[src/hdl/qvr_pkg.sv]
// Shared types, widths and the CORDIC arctangent table for the quaternion rotator.
package qvr_pkg;

  localparam int CW          = 34;  // CORDIC x, y, z datapath width (Q2.30 plus headroom)
  localparam int QW          = 18;  // quaternion component width, Q1.14
  localparam int DW          = 16;  // input field width
  localparam int OW          = 18;  // output field width
  localparam int ATAN_ENTRIES = 24;
  localparam int CORDIC_STAGES_DEF = 16;

  localparam logic signed [CW-1:0] CORDIC_GAIN = 34'sd652032874;

  localparam logic [31:0] ATAN_TABLE [ATAN_ENTRIES] = '{
    32'h20000000, 32'h12E4051E, 32'h09FB385B, 32'h051111D4,
    32'h028B0D43, 32'h0145D7E1, 32'h00A2F61E, 32'h00517C55,
    32'h0028BE53, 32'h00145F2F, 32'h000A2F98, 32'h000517CC,
    32'h00028BE6, 32'h000145F3, 32'h0000A2F9, 32'h0000517C,
    32'h000028BE, 32'h0000145F, 32'h00000A2F, 32'h00000517,
    32'h0000028B, 32'h00000145, 32'h000000A2, 32'h00000051
  };

  // operands that travel along the CORDIC row untouched
  typedef struct packed {
    logic signed [DW-1:0] ax;
    logic signed [DW-1:0] ay;
    logic signed [DW-1:0] az;
    logic signed [DW-1:0] vx;
    logic signed [DW-1:0] vy;
    logic signed [DW-1:0] vz;
  } carry_t;

  typedef struct packed {
    logic                 valid;
    logic signed [CW-1:0] x;
    logic signed [CW-1:0] y;
    logic signed [CW-1:0] z;
    carry_t               pl;
  } cord_t;

endpackage

[src/hdl/qvr_cordic_cell.sv]
// One rotation-mode CORDIC micro-rotation, registered.
module qvr_cordic_cell import qvr_pkg::*; #(
  parameter int unsigned IDX = 0
) (
  input  logic  clk,
  input  logic  rst,
  input  logic  en,
  input  cord_t din,
  output cord_t dout
);

  localparam logic signed [CW-1:0] ATAN = CW'($signed({1'b0, ATAN_TABLE[IDX]}));

  logic signed [CW-1:0] dx, dy;
  cord_t dout_next;

  assign dx = din.y >>> IDX;
  assign dy = din.x >>> IDX;

  always_comb begin
    dout_next = din;
    if (!din.z[CW-1]) begin
      dout_next.x = din.x - dx;
      dout_next.y = din.y + dy;
      dout_next.z = din.z - ATAN;
    end else begin
      dout_next.x = din.x + dx;
      dout_next.y = din.y - dy;
      dout_next.z = din.z + ATAN;
    end
  end

  always_ff @(posedge clk) begin
    if (rst) begin
      dout.valid <= 1'b0;
    end else if (en) begin
      dout <= dout_next;
    end
  end

endmodule

[config.mk]
export PLATFORM = sky130hd
export DESIGN_NAME = qvr_cordic_cell
export DESIGN_NICKNAME = d
export VERILOG_FILES = /design/src/hdl/qvr_pkg.sv /design/src/hdl/qvr_cordic_cell.sv
export SDC_FILE = /design/constraint.sdc
export NUM_CORES = 1
export LEC_CHECK = 0
export ABC_AREA = 1
export BUFFER_PORTS_ARGS = -buffer_cell sky130_fd_sc_hd__buf_2
export CORE_ASPECT_RATIO = 2
export CORE_MARGIN = 2
export CORE_UTILIZATION = 48
export CTS_CLUSTER_DIAMETER = 80
export DETAILED_ROUTE_END_ITERATION = 10
export PLACE_DENSITY_LB_ADDON = 0.2
export SYNTH_ARGS = -nofsm -noshare
export SYNTH_HDL_FRONTEND = slang
export SYNTH_SLANG_ARGS = --single-unit
[constraint.sdc]
create_clock -name clk -period 9.9 [get_ports clk]
set_clock_uncertainty 0.15 [all_clocks]
set_input_delay 0.495 -clock clk [delete_from_list [all_inputs] [get_ports clk]]
set_output_delay 0.495 -clock clk [all_outputs]
set_load 0.005 [all_outputs]
* After elaboration in Yosys (flattened, before gate mapping)
Index checks and enable logic that the tools add are counted.
** Storage, ports and cells
- Register bits :: 199
- Bits of input ports :: 202
- Output and inout port bits :: 199
** Operators by class
- Add/sub/neg operators :: 5
- Muxes and demuxes :: 1
- Bitwise logic cells :: 1
- Reductions and logical operators :: 1
** Operators by type and width (count)
- $mux 102 :: 1
- $sub 34x34->34 :: 2
- $add 34x31->34 const B :: 1
- $add 34x34->34 :: 1
- $sub 34x31->34 const B :: 1
- $reduce_and 2->1 :: 1
- $not 1->1 :: 1

* Depth between registers and ports, before layout
- Depth in word-level cells :: 2
- Depth in mapped cells :: 18
- Gate-level depth less buffers :: 17

* Worst setup path after synthesis
Ideal clock, no wire load.
- Path type :: input port to flip-flop
- From :: input en
- To :: register dout[0] (netlist name), enable pin
- Data arrival time :: 8.808 ns
- Required time :: 8.986 ns
- Slack :: 0.178 ns
- Stages on the path :: 2
- Path through :: inv_1 nor2_1
** On the way
- Word-level cells in the longest chain between the ends :: 1
** Ends and longest elaborated chain
- from (decl) :: RTL line qvr_cordic_cell.sv:7 : input logic en,
- $reduce_and 2->1 (no source line)
- to (signal assigned) :: RTL line qvr_cordic_cell.sv:37 : dout <= dout_next;
- to (decl) :: RTL line qvr_cordic_cell.sv:9 : output cord_t dout
Every way passes these cells.
A chain may end at the register's enable or synchronous reset.

==> reports/results.ini <==
[status]
status=finished clean

[detailed_routing]
drcViolationCount=0
num_vias=13000
firstDrtPassIters=5
routed_wl_um=54100
antenna_left=0
viasPerCell=5.54
first_iter_violations=1053
wl_per_cell_um=23.0

[cells_and_area]
reg.largest.list=dout: 198 flops
fillers=2422
area_delta_synth_final_pct=22.1
num-nets-final=2287
largest_reg_flops=198
regMostFlops=dout
register_area_um2=5940
fin_area_um2=16000
multi_input_area_um2=6190
drive_gt1_frac=0.226

[sta]
hold_viol=0
holdWs_ns=0.0456
setup_viol=0
tns_ns=0
drv_slew=0
fin_crit_sh=0.320
rsz0062_at_grt=no
tightest_slew_ns=1.11
min_period_ns=3.17
slew_headroom=0.257
setup_ws_ns=6.73
fmax_mhz=316

[synth]
synthArstFlopShare=0
yosys-top-cells-area=edfxtp_1 (45%), nand2_1 (12%), ha_1 (9.7%)
synth_top_family_by_area=simple AND/OR/NAND/NOR gates
synth_common_cells=nand2_1 (404), inv_1 (203), edfxtp_1 (197)
ys_warn_count=0
synth_most_common_cell=nand2_1
synth_fa_ha_area_frac=0.103
synth_area_leader_cell=edfxtp_1
syn-num-nets=1907
syn-instance-count=1599
synth-main-ff-cell=edfxtp_1
syn_avg_cell_area_um2=8.21
ys_seq_area_frac=0.452
synth_mux_area_frac=0.000762
synth-seq-cells=198
synth_edf_count=197
synth.distinct_cells=42
netlist.area_leader.share=0.451
synth_xor_area_frac=0.0200
synth-simple-area-share=0.232
synth_compound_area_frac=0.115
netlist_area_um2=13100

[clock_network]
cts_tree=built
cts_sinks=198
ctsResizeCount=0
clkLatencyLatePin_ns=0.45
numCtsBuffers=17
postCtsSetupBuffers=0
cts_hold_buffers=0
htree_levels=4
cts_root_buf=clkbuf_16
ctsLongestPathBuffers=2
clk_pin_slew_ns=0.09

[global_route]
grtUsageMet3=0.0662
globalRouteMet1Util=0.336
grt_pass1_wl_um=76700
antenna_found_initial=10
busiest_layer=met2
grt_overflow=0
grt_max_degree=198
track_usage=0.369
grt_pass1_vias=12900
use_met2=0.671

[worst_hold_path]
hold_path.class=in2reg
hp-start=din[103]

[setup_path]
arrival_ns=3.23
r2r_setup_slack_ns=9.12
crit_type=in2reg
timing.rr.start=dout[198]$_SDFFE_PP0P_
critical_path.max_fanout=8
crit_required_ns=9.96
regToRegEndpoint=dout[198]$_SDFFE_PP0P_
endpoint=dout[192]$_DFFE_PP_
startpoint_type=input port
critPathLaunch=din[156]
critical_path.endpoint_type=register
r2r_cells=2

[die]
die-area_um2=28800
die_h_um=238
initial_core_util=0.488
rows=85
core_area_um2=26900
io_pins=401
chipWidth_um=121

[pwr]
pwr-share-comb=0.268
seqPwrFrac=0.426
p_per_area_nw_per_um2=150
p_switching_uw=844
ir_drop_mv=0.109
switching_share=0.350
p_clk_frac=0.305
intPower_mw=1.57
p_leak_nw=7.72

[placement]
place_area_um2=15400
preCtsSetupSlack_ns=6.46
port_buffers=400
hpwl_um=44300
place.gp.congestion=1.08

[flow_run]
maxCapViolations=0

==> cells by family (layout without fill, tap and decap cells) <==
family          Yosys count  count (layout)
simple gates            737             737
compound gates          277             277
buf+inv                 250             643
flops                   198             198
fa+ha+maj               106             106
xor+xnor                 30              30
mux                       1               1
other cells               0               7
==> critical path: stages <==
cell and delay (ns):
buf_2 0.11, inv_1 0.05, ha_1 0.55, nand2_1 0.33, nor2_1 0.60, inv_1 0.20, nor4_1 0.39, nand2_1 0.15
nand2_1 0.10, nand2_1 0.06, nand3_1 0.12, nand2_1 0.08
==> metal layers <==
layer / share of wire / routed length (µm)
met1: 0.30 / 16400
met2: 0.53 / 28500
met3: 0.068 / 3690
met4: 0.10 / 5530
met5: 0.00020 / 11
==> cell usage in the layout, fill, tap and decap left out, types with 4 or more instances in the layout <==
master     synthesis  final
nand4_1           10     10
o211ai_1           7      7
a31oi_1            5      5
ha_1             102    102
nor3_1            14     14
edfxtp_1         197    197
inv_6              0      4
a21oi_1          130    130
xor2_1            29     29
nor2_1           144    143
nand2_1          404    404
fa_1               4      4
nand3_1          149    149
clkinv_8           0      7
inv_2              3      4
o21bai_1           9      9
buf_2             17    400
a21o_1            12     12
clkbuf_16          0     17
o31ai_1            5      5
diode_2            0      7
o22ai_1            4      4
o21ai_0           94     94
inv_1            203    203
==> through the flow <==
stage	utilization	power [mW]	instances
4_1_cts	0.595	2.41	2340
5_1_grt	0.596	2.51	2347
3_5_place_dp	0.572	1.68	2308
2_1_floorplan	-	1.41	1599
3_3_place_gp	0.572	1.67	2308
6_report	0.596	2.41	2347
==> worst min path at each step <==
| stage | cells after the start | end |
|---|---|---|
| after floorplan | 2 | dout[198]$_SDFFE_PP0P_ |
| after global placement | 2 | dout[198]$_SDFFE_PP0P_ |
| after detailed placement | 2 | dout[198]$_SDFFE_PP0P_ |
| after CTS | 1 | dout[103]$_DFFE_PP_ |
| after global routing | 1 | dout[24]$_DFFE_PP_ |
| final | 1 | dout[103]$_DFFE_PP_ |
==> area by class of cell <==
type	instances	share of cell area
Clock inverter	15	0.0130
Clock buffer	17	0.0265
Tap cell	348	0.0272
Timing Repair Buffer	403	0.127
Antenna cell	7	0.00109
Inverter	208	0.0487
Multi-Input combinational cell	1151	0.386
Sequential cell	198	0.370
==> power by group through the flow <==
stage | clock network (mW) | logic, mW | registers [mW]
final | 0.736 | 0.647 | 1.03
after global routing | 0.773 | 0.700 | 1.03
after CTS | 0.744 | 0.633 | 1.03
after detailed placement | 0 | 0.629 | 1.05
after global placement | 0 | 0.625 | 1.04
after floorplan | 0 | 0.345 | 1.06
(Power assumes the default switching activity.)
